===== src/rtl/core/nbra_pkg.sv =====
// package for the nb-iot random access retry control block
// types, codes and level-select helpers used by nbra_ctrl, nbra_dp, the top level and the tb; no dependencies
`default_nettype none
package nbra_pkg;

	localparam int MAX_LEVELS = 3;
	localparam int LVL_W      = 2;
	localparam int TTI_W      = 32;
	localparam int HALF_W     = 16;
	localparam int BYTE_W     = 8;
	localparam int CFG_IDX_W  = 3;
	localparam int CFG_DATA_W = 48;
	localparam int DIV_CNT_W  = $clog2(TTI_W);

	localparam logic [1:0] CMD_START   = 2'd0;
	localparam logic [1:0] CMD_TRY     = 2'd1;
	localparam logic [1:0] CMD_FAILED  = 2'd2;
	localparam logic [1:0] CMD_RESOLVE = 2'd3;

	localparam logic [2:0] ACT_NONE      = 3'd0;
	localparam logic [2:0] ACT_SEND      = 3'd1;
	localparam logic [2:0] ACT_WAIT      = 3'd2;
	localparam logic [2:0] ACT_RESTART   = 3'd3;
	localparam logic [2:0] ACT_FAIL      = 3'd4;
	localparam logic [2:0] ACT_REFRESH   = 3'd5;
	localparam logic [2:0] ACT_CONNECTED = 3'd6;

	localparam logic [CFG_IDX_W-1:0] REG_MAX_ATTEMPTS = 3'd0;
	localparam logic [CFG_IDX_W-1:0] REG_HOME_LEVEL   = 3'd1;
	localparam logic [CFG_IDX_W-1:0] REG_LEVEL_COUNT  = 3'd2;
	localparam logic [CFG_IDX_W-1:0] REG_LIMITS       = 3'd3;
	localparam logic [CFG_IDX_W-1:0] REG_PERIODS      = 3'd4;
	localparam logic [CFG_IDX_W-1:0] REG_OFFSETS      = 3'd5;
	localparam logic [CFG_IDX_W-1:0] REG_SUBCARRIERS  = 3'd6;

	typedef struct packed {
		logic accept;
		logic div_load;
		logic div_step;
		logic commit;
	} dp_cmd_t;

	typedef struct packed {
		logic need_div;
		logic div_last;
	} dp_sts_t;

	function automatic logic [LVL_W-1:0] lvl_clamp(input logic [LVL_W-1:0] lv);
		lvl_clamp = (int'(lv) < MAX_LEVELS) ? lv : LVL_W'(MAX_LEVELS - 1);
	endfunction

	function automatic logic [BYTE_W-1:0] byte_of(input logic [3*BYTE_W-1:0] packed_v,
		input logic [LVL_W-1:0] lv);
		logic [LVL_W-1:0] c;
		c = lvl_clamp(lv);
		case (c)
			2'd0:    byte_of = packed_v[BYTE_W-1:0];
			2'd1:    byte_of = packed_v[2*BYTE_W-1:BYTE_W];
			default: byte_of = packed_v[3*BYTE_W-1:2*BYTE_W];
		endcase
	endfunction

	function automatic logic [HALF_W-1:0] half_of(input logic [3*HALF_W-1:0] packed_v,
		input logic [LVL_W-1:0] lv);
		logic [LVL_W-1:0] c;
		c = lvl_clamp(lv);
		case (c)
			2'd0:    half_of = packed_v[HALF_W-1:0];
			2'd1:    half_of = packed_v[2*HALF_W-1:HALF_W];
			default: half_of = packed_v[3*HALF_W-1:2*HALF_W];
		endcase
	endfunction

endpackage
`default_nettype wire


===== src/rtl/core/nbra_if.sv =====
// valid/ready channel interfaces for request and result beats
// depends on nothing but the field widths of the block
`default_nettype none
interface nbra_req_if;
	logic        valid;
	logic        ready;
	logic [1:0]  cmd;
	logic [31:0] tti;
	logic        opportunity_open;
	logic        node_active;

	modport source (output valid, cmd, tti, opportunity_open, node_active, input ready);
	modport sink (input valid, cmd, tti, opportunity_open, node_active, output ready);
endinterface

interface nbra_rsp_if;
	logic        valid;
	logic        ready;
	logic [2:0]  action;
	logic [15:0] wait_ticks;
	logic [7:0]  subcarrier_count;
	logic [1:0]  level_now;
	logic [7:0]  attempts_now;
	logic [7:0]  level_attempts_now;

	modport source (output valid, action, wait_ticks, subcarrier_count, level_now,
		attempts_now, level_attempts_now, input ready);
	modport sink (input valid, action, wait_ticks, subcarrier_count, level_now,
		attempts_now, level_attempts_now, output ready);
endinterface
`default_nettype wire


===== src/rtl/core/nbra_ctrl.sv =====
// controller state machine: accept, evaluate, divide, deliver
// uses nbra_pkg for the command and status structs
`default_nettype none
module nbra_ctrl (
	input  wire logic              clk,
	input  wire logic              arst_n,
	input  wire logic              req_valid,
	output logic                   req_ready,
	output logic                   rsp_valid,
	input  wire logic              rsp_ready,
	output nbra_pkg::dp_cmd_t      dp_cmd,
	input  wire nbra_pkg::dp_sts_t dp_sts
);
	import nbra_pkg::*;

	typedef enum logic [1:0] {S_IDLE, S_EVAL, S_DIV, S_DONE} state_t;

	state_t state_q;
	logic   out_valid_q;

	assign req_ready       = (state_q == S_IDLE);
	assign rsp_valid       = out_valid_q;
	assign dp_cmd.accept   = req_valid && req_ready;
	assign dp_cmd.div_load = (state_q == S_EVAL) && dp_sts.need_div;
	assign dp_cmd.div_step = (state_q == S_DIV);
	assign dp_cmd.commit   = (state_q == S_DONE) && (!out_valid_q || rsp_ready);

	always_ff @(posedge clk or negedge arst_n) begin
		if (!arst_n) begin
			state_q     <= S_IDLE;
			out_valid_q <= 1'b0;
		end else begin
			unique case (state_q)
				S_IDLE: begin
					if (dp_cmd.accept)
						state_q <= S_EVAL;
				end
				S_EVAL: begin
					state_q <= dp_sts.need_div ? S_DIV : S_DONE;
				end
				S_DIV: begin
					if (dp_sts.div_last)
						state_q <= S_DONE;
				end
				S_DONE: begin
					if (dp_cmd.commit)
						state_q <= S_IDLE;
				end
				default: state_q <= S_IDLE;
			endcase
			if (dp_cmd.commit)
				out_valid_q <= 1'b1;
			else if (rsp_ready)
				out_valid_q <= 1'b0;
		end
	end

	a_accept_to_eval: assert property (@(posedge clk) disable iff (!arst_n)
		dp_cmd.accept |=> state_q == S_EVAL)
		else $error("accepted beat did not enter evaluation");

	a_rsp_from_commit: assert property (@(posedge clk) disable iff (!arst_n)
		$rose(out_valid_q) |-> $past(dp_cmd.commit))
		else $error("result beat raised without commit");

	a_commit_no_overwrite: assert property (@(posedge clk) disable iff (!arst_n)
		(out_valid_q && !rsp_ready && state_q == S_DONE) |=> state_q == S_DONE)
		else $error("pending result overwritten");

	a_div_ends_in_done: assert property (@(posedge clk) disable iff (!arst_n)
		(state_q == S_DIV && dp_sts.div_last) |=> state_q == S_DONE && !req_ready)
		else $error("division did not finish into delivery");

endmodule
`default_nettype wire


===== src/rtl/core/nbra_dp.sv =====
// datapath: config registers, procedure state, bit-serial remainder unit, result register
// uses nbra_pkg for codes, level helpers and the command and status structs
`default_nettype none
module nbra_dp (
	input  wire logic                             clk,
	input  wire logic                             arst_n,
	input  wire logic                             cfg_we,
	input  wire logic [nbra_pkg::CFG_IDX_W-1:0]   cfg_idx,
	input  wire logic [nbra_pkg::CFG_DATA_W-1:0]  cfg_data,
	input  wire logic [1:0]                       in_cmd,
	input  wire logic [31:0]                      in_tti,
	input  wire logic                             in_open,
	input  wire logic                             in_active,
	input  wire nbra_pkg::dp_cmd_t                dp_cmd,
	output nbra_pkg::dp_sts_t                     dp_sts,
	output logic [2:0]                            out_action,
	output logic [15:0]                           out_wait,
	output logic [7:0]                            out_subc,
	output logic [1:0]                            out_level,
	output logic [7:0]                            out_attempts,
	output logic [7:0]                            out_lvl_attempts
);
	import nbra_pkg::*;

	logic [BYTE_W-1:0]   max_att_q;
	logic [LVL_W-1:0]    home_q;
	logic [LVL_W-1:0]    lcount_q;
	logic [3*BYTE_W-1:0] limits_q;
	logic [3*HALF_W-1:0] periods_q;
	logic [3*HALF_W-1:0] offsets_q;
	logic [3*BYTE_W-1:0] subc_q;

	logic              proc_q;
	logic [BYTE_W-1:0] tot_q;
	logic [BYTE_W-1:0] lvf_q;
	logic [LVL_W-1:0]  lvl_q;

	logic [1:0]       cmd_q;
	logic [TTI_W-1:0] tti_q;
	logic             open_q;
	logic             active_q;

	logic [TTI_W-1:0]     dvd_q;
	logic [HALF_W-1:0]    rem_q;
	logic [DIV_CNT_W-1:0] cnt_q;

	logic [HALF_W-1:0] period;
	logic [HALF_W-1:0] offset;
	logic              pre_offset;
	logic              try_eval;
	logic [HALF_W:0]   trial;
	logic [HALF_W:0]   trial_sub;

	logic              nxt_proc;
	logic [BYTE_W-1:0] nxt_tot;
	logic [BYTE_W-1:0] nxt_lvf;
	logic [LVL_W-1:0]  nxt_lvl;
	logic [2:0]        res_act;
	logic [HALF_W-1:0] res_wait;
	logic [2:0]        try_act;
	logic [HALF_W-1:0] try_wait;
	logic [LVL_W-1:0]  levels;
	logic [BYTE_W-1:0] inc_tot;
	logic [BYTE_W-1:0] inc_lvf;

	always_ff @(posedge clk or negedge arst_n) begin
		if (!arst_n) begin
			max_att_q <= 8'd10;
			home_q    <= 2'd0;
			lcount_q  <= 2'd3;
			limits_q  <= 24'd197379;
			periods_q <= 48'd171801313320;
			offsets_q <= 48'd0;
			subc_q    <= 24'd789516;
		end else if (cfg_we) begin
			unique case (cfg_idx)
				REG_MAX_ATTEMPTS: max_att_q <= cfg_data[BYTE_W-1:0];
				REG_HOME_LEVEL:   home_q    <= cfg_data[LVL_W-1:0];
				REG_LEVEL_COUNT:  lcount_q  <= cfg_data[LVL_W-1:0];
				REG_LIMITS:       limits_q  <= cfg_data[3*BYTE_W-1:0];
				REG_PERIODS:      periods_q <= cfg_data[3*HALF_W-1:0];
				REG_OFFSETS:      offsets_q <= cfg_data[3*HALF_W-1:0];
				REG_SUBCARRIERS:  subc_q    <= cfg_data[3*BYTE_W-1:0];
				default: ;
			endcase
		end
	end

	always_ff @(posedge clk) begin
		if (dp_cmd.accept) begin
			cmd_q    <= in_cmd;
			tti_q    <= in_tti;
			open_q   <= in_open;
			active_q <= in_active;
		end
	end

	// period of zero counts as one
	always_comb begin
		period = half_of(periods_q, lvl_q);
		if (period == '0)
			period = HALF_W'(1);
		offset     = half_of(offsets_q, lvl_q);
		pre_offset = tti_q < {{(TTI_W-HALF_W){1'b0}}, offset};
		try_eval   = (cmd_q == CMD_TRY) || (cmd_q == CMD_START && !active_q && !proc_q);
	end

	assign dp_sts.need_div = try_eval && !pre_offset;
	assign dp_sts.div_last = (cnt_q == DIV_CNT_W'(TTI_W - 1));

	// restoring remainder, one dividend bit per cycle
	assign trial     = {rem_q, dvd_q[TTI_W-1]};
	assign trial_sub = trial - {1'b0, period};

	always_ff @(posedge clk) begin
		if (dp_cmd.div_load) begin
			dvd_q <= tti_q - {{(TTI_W-HALF_W){1'b0}}, offset};
			rem_q <= '0;
			cnt_q <= '0;
		end else if (dp_cmd.div_step) begin
			dvd_q <= {dvd_q[TTI_W-2:0], 1'b0};
			rem_q <= (trial >= {1'b0, period}) ? trial_sub[HALF_W-1:0] : trial[HALF_W-1:0];
			cnt_q <= cnt_q + DIV_CNT_W'(1);
		end
	end

	always_comb begin
		if (pre_offset) begin
			try_act  = ACT_WAIT;
			try_wait = offset - tti_q[HALF_W-1:0];
		end else if (open_q && rem_q == '0) begin
			try_act  = ACT_SEND;
			try_wait = '0;
		end else begin
			try_act  = ACT_WAIT;
			try_wait = period - rem_q;
		end

		levels  = (int'(lcount_q) < MAX_LEVELS) ? lcount_q : LVL_W'(MAX_LEVELS);
		inc_tot = (tot_q == '1) ? tot_q : tot_q + BYTE_W'(1);
		inc_lvf = (lvf_q == '1) ? lvf_q : lvf_q + BYTE_W'(1);

		nxt_proc = proc_q;
		nxt_tot  = tot_q;
		nxt_lvf  = lvf_q;
		nxt_lvl  = lvl_q;
		res_act  = ACT_NONE;
		res_wait = '0;
		case (cmd_q)
			CMD_START: begin
				if (active_q) begin
					res_act = ACT_REFRESH;
				end else if (!proc_q) begin
					nxt_proc = 1'b1;
					res_act  = try_act;
					res_wait = try_wait;
				end
			end
			CMD_TRY: begin
				res_act  = try_act;
				res_wait = try_wait;
			end
			CMD_FAILED: begin
				if (proc_q) begin
					nxt_proc = 1'b0;
					nxt_tot  = inc_tot;
					nxt_lvf  = inc_lvf;
					if (inc_tot < max_att_q) begin
						if (inc_lvf >= byte_of(limits_q, lvl_q) &&
							({1'b0, lvl_q} + 3'd1) < {1'b0, levels}) begin
							nxt_lvl = lvl_q + LVL_W'(1);
							nxt_lvf = '0;
						end
						res_act = ACT_RESTART;
					end else begin
						nxt_tot = '0;
						nxt_lvf = '0;
						nxt_lvl = lvl_clamp(home_q);
						res_act = ACT_FAIL;
					end
				end
			end
			default: begin
				nxt_proc = 1'b0;
				nxt_tot  = '0;
				nxt_lvf  = '0;
				nxt_lvl  = lvl_clamp(home_q);
				res_act  = ACT_CONNECTED;
			end
		endcase
	end

	always_ff @(posedge clk or negedge arst_n) begin
		if (!arst_n) begin
			proc_q <= 1'b0;
			tot_q  <= '0;
			lvf_q  <= '0;
			lvl_q  <= '0;
		end else if (dp_cmd.commit) begin
			proc_q <= nxt_proc;
			tot_q  <= nxt_tot;
			lvf_q  <= nxt_lvf;
			lvl_q  <= nxt_lvl;
		end
	end

	always_ff @(posedge clk) begin
		if (dp_cmd.commit) begin
			out_action       <= res_act;
			out_wait         <= res_wait;
			out_subc         <= byte_of(subc_q, nxt_lvl);
			out_level        <= nxt_lvl;
			out_attempts     <= nxt_tot;
			out_lvl_attempts <= nxt_lvf;
		end
	end

	a_level_in_range: assert property (@(posedge clk) disable iff (!arst_n)
		int'(lvl_q) < MAX_LEVELS)
		else $error("coverage level out of range");

endmodule
`default_nettype wire


===== src/rtl/core/nbiot_random_access_retry_control_top.sv =====
// top level of the nb-iot random access retry control block
// instantiates nbra_ctrl and nbra_dp; uses nbra_pkg and the nbra_if channel interfaces
//
//  channel | dir | payload
//  --------+-----+---------------------------------------------------------------
//  req     | in  | cmd, tti, opportunity_open, node_active
//  rsp     | out | action, wait_ticks, subcarrier_count, level_now, attempts_now,
//          |     | level_attempts_now
//  cfg     | in  | cfg_we, cfg_idx, cfg_data (write only)
//
// a start or try beat that is evaluated at or past its level's offset passes through the
// evaluation state, the remainder unit (one bit per cycle) and the commit state; every other
// beat goes from evaluation straight to commit. one beat is in work at a time and the next is
// taken the cycle after commit. the result sits in an output register, so the next beat is
// taken while it waits; a beat ready to commit stalls until that result is taken. reset
// clears state and loads defaults.
`default_nettype none
module nbiot_random_access_retry_control_top (
	input  wire logic                             clk,
	input  wire logic                             arst_n,
	input  wire logic                             cfg_we,
	input  wire logic [nbra_pkg::CFG_IDX_W-1:0]   cfg_idx,
	input  wire logic [nbra_pkg::CFG_DATA_W-1:0]  cfg_data,
	nbra_req_if.sink                              req,
	nbra_rsp_if.source                            rsp
);
	import nbra_pkg::*;

	dp_cmd_t dp_cmd;
	dp_sts_t dp_sts;

	nbra_ctrl u_ctrl (
		.clk       (clk),
		.arst_n    (arst_n),
		.req_valid (req.valid),
		.req_ready (req.ready),
		.rsp_valid (rsp.valid),
		.rsp_ready (rsp.ready),
		.dp_cmd    (dp_cmd),
		.dp_sts    (dp_sts)
	);

	nbra_dp u_dp (
		.clk              (clk),
		.arst_n           (arst_n),
		.cfg_we           (cfg_we),
		.cfg_idx          (cfg_idx),
		.cfg_data         (cfg_data),
		.in_cmd           (req.cmd),
		.in_tti           (req.tti),
		.in_open          (req.opportunity_open),
		.in_active        (req.node_active),
		.dp_cmd           (dp_cmd),
		.dp_sts           (dp_sts),
		.out_action       (rsp.action),
		.out_wait         (rsp.wait_ticks),
		.out_subc         (rsp.subcarrier_count),
		.out_level        (rsp.level_now),
		.out_attempts     (rsp.attempts_now),
		.out_lvl_attempts (rsp.level_attempts_now)
	);

endmodule
`default_nettype wire


===== src/flat_wrapper.sv =====
// flat-port wrapper written by rule: the top's interface ports become plain ports
module nbiot_random_access_retry_control_top_flat import nbra_pkg::*;
  (clk, arst_n, cfg_we, cfg_idx, cfg_data, req_valid, req_cmd, req_tti, req_opportunity_open, req_node_active, req_ready, rsp_valid, rsp_action, rsp_wait_ticks, rsp_subcarrier_count, rsp_level_now, rsp_attempts_now, rsp_level_attempts_now, rsp_ready);
  nbra_req_if req_i ();
  nbra_rsp_if rsp_i ();
  input  wire logic clk;
  input  wire logic arst_n;
  input  wire logic cfg_we;
  input  wire logic [nbra_pkg::CFG_IDX_W-1:0] cfg_idx;
  input  wire logic [nbra_pkg::CFG_DATA_W-1:0] cfg_data;
  input wire logic [$bits(req_i.valid)-1:0] req_valid;
  input wire logic [$bits(req_i.cmd)-1:0] req_cmd;
  input wire logic [$bits(req_i.tti)-1:0] req_tti;
  input wire logic [$bits(req_i.opportunity_open)-1:0] req_opportunity_open;
  input wire logic [$bits(req_i.node_active)-1:0] req_node_active;
  output wire logic [$bits(req_i.ready)-1:0] req_ready;
  output wire logic [$bits(rsp_i.valid)-1:0] rsp_valid;
  output wire logic [$bits(rsp_i.action)-1:0] rsp_action;
  output wire logic [$bits(rsp_i.wait_ticks)-1:0] rsp_wait_ticks;
  output wire logic [$bits(rsp_i.subcarrier_count)-1:0] rsp_subcarrier_count;
  output wire logic [$bits(rsp_i.level_now)-1:0] rsp_level_now;
  output wire logic [$bits(rsp_i.attempts_now)-1:0] rsp_attempts_now;
  output wire logic [$bits(rsp_i.level_attempts_now)-1:0] rsp_level_attempts_now;
  input wire logic [$bits(rsp_i.ready)-1:0] rsp_ready;
  assign req_i.valid = req_valid;
  assign req_i.cmd = req_cmd;
  assign req_i.tti = req_tti;
  assign req_i.opportunity_open = req_opportunity_open;
  assign req_i.node_active = req_node_active;
  assign req_ready = req_i.ready;
  assign rsp_valid = rsp_i.valid;
  assign rsp_action = rsp_i.action;
  assign rsp_wait_ticks = rsp_i.wait_ticks;
  assign rsp_subcarrier_count = rsp_i.subcarrier_count;
  assign rsp_level_now = rsp_i.level_now;
  assign rsp_attempts_now = rsp_i.attempts_now;
  assign rsp_level_attempts_now = rsp_i.level_attempts_now;
  assign rsp_i.ready = rsp_ready;
  nbiot_random_access_retry_control_top u_core (.clk(clk), .arst_n(arst_n), .cfg_we(cfg_we), .cfg_idx(cfg_idx), .cfg_data(cfg_data), .req(req_i), .rsp(rsp_i));
endmodule

===== config.mk =====
export PLATFORM = sky130hd
export DESIGN_NAME = nbiot_random_access_retry_control_top_flat
export DESIGN_NICKNAME = d
export VERILOG_FILES = /design/src/rtl/core/nbra_pkg.sv /design/src/rtl/core/nbra_if.sv /design/src/rtl/core/nbra_ctrl.sv /design/src/rtl/core/nbra_dp.sv /design/src/rtl/core/nbiot_random_access_retry_control_top.sv /design/src/flat_wrapper.sv
export SDC_FILE = /design/constraint.sdc
export NUM_CORES = 1
export LEC_CHECK = 0
export ABC_CLOCK_PERIOD_IN_PS = 7380
export BUFFER_PORTS_ARGS = -buffer_cell sky130_fd_sc_hd__buf_2
export CAP_MARGIN = 25
export CORE_AREA = 5 5 175 177
export CTS_BUF_LIST = sky130_fd_sc_hd__clkbuf_8
export CTS_CLUSTER_DIAMETER = 200
export DETAILED_ROUTE_END_ITERATION = 7
export DIE_AREA = 0 0 180 182
export GPL_TIMING_DRIVEN = 0
export PLACE_DENSITY = 0.79
export SYNTH_ARGS = -nofsm -noshare
export SYNTH_HDL_FRONTEND = slang
export SYNTH_HIERARCHICAL = 1
export SYNTH_SLANG_ARGS = --single-unit

===== constraint.sdc =====
create_clock -name clk -period 7.38 [get_ports clk]
set_clock_uncertainty 0.2 [all_clocks]
set_input_delay 0.369 -clock clk [delete_from_list [all_inputs] [get_ports clk]]
set_output_delay 0.369 -clock clk [all_outputs]
set_load 0.03 [all_outputs]

; Yosys cells after proc, flatten, opt, wreduce, memory -nomap -nowiden
; Index checks and enable logic that the tools add are counted.
[totals]
regBits = 312
in_bits = 92
output_inout_bits = 47
word_cells = 147
[op_classes]
addsub = 9
order_cmp = 9
n_eq_ne = 20
muxes = 49
bitwise = 1
n_reduce_logical = 33
[op_table]
columns = cell, n
row1 = 16-bit 2-to-1 mux, 6
row2 = 16-bit case mux with 2 select lines, 3
row3 = 8-bit 2-to-1 mux, 10
row4 = 32-bit 2-to-1 mux, 2
row5 = 8-bit case mux with 2 select lines, 4
row6 = 16-bit subtractor, 3
row7 = 16-bit logical NOT, 2
row8 = 32-bit by 16-bit < comparator with 1-bit output, 1
row9 = 32-bit by 16-bit subtractor with 32-bit output, 1
row10 = 2-bit 2-to-1 mux, 12
row11 = 17-bit by 16-bit greater-or-equal comparator with 1-bit output, 1
row12 = 8-bit by 1-bit adder with 8-bit output (second input constant), 2
row13 = 8-bit == test (second input constant), 2
row14 = 2-bit AND reduction, 7
row15 = 3-bit 2-to-1 mux, 4
row16 = 3-bit == test (second input constant), 3
row17 = 3-bit case mux with 3 select lines, 1
row18 = 2-bit by 1-bit == test with 1-bit output (second input constant), 4
row19 = 8-bit greater-or-equal comparator, 1
row20 = 1-bit logical AND, 8
row21 = 2-bit logical NOT, 4
row22 = 2-bit < comparator (second input constant), 4
row23 = 8-bit < comparator, 1
row24 = 2-bit case mux with 4 select lines, 1
row25 = other kinds (20), 34

; Longest topological paths before layout
[logic_depth]
depth_word = 17
depth_mapped = 23
depth_no_buf = 20

; Hierarchy
; Netlist, hierarchy kept.
[modules_own_cells]
columns = mod, n_inst, cells_each, area_each_um2, seq_area_each_um2
row1 = nbra_dp, 1, 1521, 16844.9, 8220.4
row2 = nbra_ctrl, 1, 22, 250.2, 75.1

; Worst setup path after synthesis
; Ideal clock, no wire load.
[synth_path]
kind = register to register
from = register u_core.u_dp.lvl_q[0]
to = register u_core.u_dp.dvd_q[0] (enable)
setup_ps = 329
t_arrival_ps = 4976
required_time_ps = 6851
setup_slack_ps = 1875
path_stages_with_launch = 22
n_path_buf = 6
period_less_slack_ps = 5505
path_cell_list = dfrtp_1 -> inv_1 -> ha_1 -> nor2_1 -> clkbuf_1 -> clkbuf_1 -> a21o_1 -> inv_1 -> fa_1 -> a21o_1 -> a21oi_1 -> o21ai_1 -> a31oi_1 -> a211oi_1 -> buf_2 -> nor4_2 -> buf_2 -> nor3_1 -> and2_1 -> clkbuf_1 -> clkbuf_1 -> or2_2
[synth_lines]
columns = element, line_no
row1 = start: declaration, nbra_dp.sv:36  ; logic [LVL_W-1:0] lvl_q;
row2 = start signal: assignment, nbra_dp.sv:203  ; lvl_q <= nxt_lvl;
row3 = end signal: assignment, nbra_dp.sv:117  ; dvd_q <= tti_q - {{(TTI_W-HALF_W){1'b0}}, offset};
row4 = end signal: assignment, nbra_dp.sv:121  ; dvd_q <= {dvd_q[TTI_W-2:0], 1'b0};
row5 = end: declaration, nbra_dp.sv:43  ; logic [TTI_W-1:0] dvd_q;

==> metrics.cfg <==
[synthesis]
synthFlopType=dfrtp_1
yosys.area.top_type=dfrtp_1
yosys.area.top_type_share_pct=22.8
async_flop_share_pct=57.1
yosysWarnings=6
syn_nets=1730
synth_edf_count=113
ys_seq_area_share_pct=48.5
synth_area_sq_mm=0.0171
syn_inst=1543
ys_seq_elements=312
synthTopCellsByArea=dfrtp_1 (23%), edfxtp_1 (20%), mux2_2 (11%), ha_1 (6.6%), dfstp_2 (3.4%)
syn_avg_cell_area_sq_um=11.1
synth.distinct_cells=85

[place]
port_buffers=137
dp_hpwl_um=32000
numPlacedInstances=2072
place_congestion=0.926

[floorplan]
rows=63
die_w_um=180
die_y_um=182
die_area_sq_mm=0.0328
core_sq_mm=0.0291
ios=139
start_util_pct=58.8

[clock_network]
clock_sinks=312
cts_root_buffer=clkbuf_8
htreeDepth=2
insertion_delay_ns=0.64
clk_path_buf_depth=3
cts_tree=done
cts_setup_buffers=0
clkTransAtPathRegs_ns=0.06
cts-buffers-inserted=51

[setup_path]
cp.required_ns=7.45
worstPathMaxFanout=32
cp-start-kind=flip-flop
worst-setup-path-type=flip-flop to flip-flop
crit_path_end_kind=flip-flop
critPathArrivalTime_ns=7.09

[hold_path]
min-delay-path-class=primary input to flip-flop

[drt]
wl_met1_um=19000
top_layer_used=met4
wirelength_um=45400
wl_met3_um=3280
drt-pass1-iter-count=5
dr_wl_met2_um=21700
avgViaCountPerCell=5.94
ant_nets=0
drt-initial-drc-count=1345
drc=0
num_vias=13400
post_drt_wl_per_cell_um=20.1

[layout]
fillerInstances=2081
instances_no_fill=2256
syn2layout_area_growth_pct=18.6
antennaDiodeCount=0
nNetsFinal=2012
drive_above_1_share_pct=23.6
multiInputGateArea_sq_mm=0.00811
seq_area_sq_mm=0.00830

[timing]
tns_ns=0
timing.final.hold_violations=0
slew_viol_final=0
setup_viol=0
fin_crit_sh_pct=95.2
timing.fmax_mhz=142
rsz0062_at_grt=no
fin_crit_ns=7.02
maxSlewHeadroom_pct=40.1
max_slew.worst_pin.slew_ns=0.898

[global_route]
grt-ovfl-total=0
grt_pass1_wl_um=72500
grt_util_all_layers_pct=27.4
grt_pass1_vias=13500
grt_max_degree=127
antenna_found_initial=0

[flow_run]
maxCapViolations=0

[power]
p_total_mw=9.45
leakagePower_nw=8.87
ir_drop_mv=0.256
power.density_mw_per_mm2=466

[outcome]
outcome=completed

stage by stage:
| stage | hold WS, ns | worst slack [ns] | area, sq um | utilization [%] |
|---|---|---|---|---|
| after floorplan | -0.127 | 1.87 | 17100 | - |
| after global placement | 0.280 | -0.0287 | 18300 | 62.8 |
| after detailed placement | 0.113 | -0.173 | 18300 | 63.0 |
| after CTS | 0.0120 | 0.136 | 20300 | 69.7 |
| after global routing | 0.0502 | 0.0391 | 20300 | 69.7 |
| final | 0.0369 | 0.356 | 20300 | 69.7 |
critical path: stages, from the launching register on:
cell      delay, ns
dfrtp_1        0.50
inv_1          0.14
ha_1           0.31
clkbuf_1       0.43
clkbuf_1       0.51
a22o_1         0.28
a21o_1         0.15
inv_1          0.12
fa_1           0.46
a21o_1         0.17
a21oi_1        0.22
o21ai_1        0.13
a31oi_1        0.36
a211oi_1       0.25
buf_2          0.27
nor4_4         0.50
buf_2          0.35
nor3_1         0.10
and2_1         0.21
clkbuf_2       0.24
clkbuf_2       0.29
or2_4          0.47
worst paths after layout:
check                                       start                        end  slack (ns)  cells past startpoint
max                          u_core/u_dp/lvl_q[0]       u_core/u_dp/dvd_q[8]        0.36                     21
min                                    cfg_idx[0]   u_core/u_dp/max_att_q[1]        0.04                      4
max reg2reg                  u_core/u_dp/lvl_q[0]       u_core/u_dp/dvd_q[8]        0.36                     21
min reg2reg                u_core/u_dp/subc_q[13]     u_core/u_dp/subc_q[13]        0.31                      1
max in group asynchronous                  arst_n  u_core/u_dp/offsets_q[45]        5.92                      3
min in group asynchronous                  arst_n      u_core/u_dp/subc_q[6]        0.07                      2
sequential cells by signal, summed over array words and instances, names as in the netlist, 16 cells and up:
| name | cells |
|---|---|
| u_core/u_dp/offsets_q | 48 |
| u_core/u_dp/periods_q | 48 |
| u_core/u_dp/dvd_q | 32 |
| u_core/u_dp/tti_q | 32 |
| u_core/u_dp/limits_q | 24 |
| u_core/u_dp/subc_q | 24 |
| u_core/u_dp/out_wait | 16 |
| u_core/u_dp/rem_q | 16 |
kinds of logic (layout without fill, tap and decap cells):
group | count (synthesis) | count (layout) | share of synthesized area [%]
flip-flops | 312 | 312 | 48.5
XOR/XNOR | 65 | 65 | 3.33
buffers and inverters | 181 | 504 | 4.08
adder cells (fa/ha/maj) | 95 | 95 | 7.17
multiplexers | 197 | 197 | 12.9
AND/OR/NAND/NOR | 345 | 345 | 10.4
AO/OA/AOI/OAI | 348 | 348 | 13.7
cells in the final DEF (no fill, tap or decap), types with 53 or more instances in the layout:
| cell | n |
|---|---|
| nand2_1 | 97 |
| ha_1 | 90 |
| a21oi_1 | 93 |
| inv_1 | 131 |
| o21ai_0 | 66 |
| edfxtp_1 | 113 |
| dfrtp_1 | 156 |
| dlygate4sd3_1 | 90 |
| buf_2 | 145 |
| clkbuf_8 | 61 |
| mux2_2 | 172 |
| clkbuf_1 | 53 |
| nor2_1 | 82 |
power breakdown:
part | switching (mW) | internal, mW
Combinational | 3.11 | 2.05
Sequential | 0.315 | 2.45
Clock | 0.726 | 0.795
layout make-up:
cell class / instances / area share, %
clock buffers: 61 / 4.14
repair buffers: 229 / 8.11
multi-input cells: 1050 / 40.0
clock inverters: 33 / 0.975
inverters: 110 / 2.04
flip-flops and latches: 312 / 40.9
well taps: 390 / 2.41
plain buffers: 71 / 1.43
synthesized netlist by cell type, types with 27 or more instances:
master / count
a21o_1: 27
a21oi_1: 93
a22o_1: 44
clkbuf_1: 56
dfrtp_1: 156
edfxtp_1: 113
ha_1: 90
inv_1: 108
mux2_2: 172
nand2_1: 97
nor2_1: 82
nor3_1: 27
o21ai_0: 66
xnor2_1: 44
repair_timing:
item,CTS,global route
cloned,0,0
hold endpoints to repair,321,0
hold buffers,90,0
setup endpoints to repair,32,32
gates resized for setup,2,6
routing by layer:
metal / vias up / global-route usage, %
met2: 566 / 44.8
met3: 105 / 4.87
li1: 6194 / -
met4: 0 / 8.66
met5: - / 0
met1: 6535 / 37.6
Power figures use the tool's default switching activity.
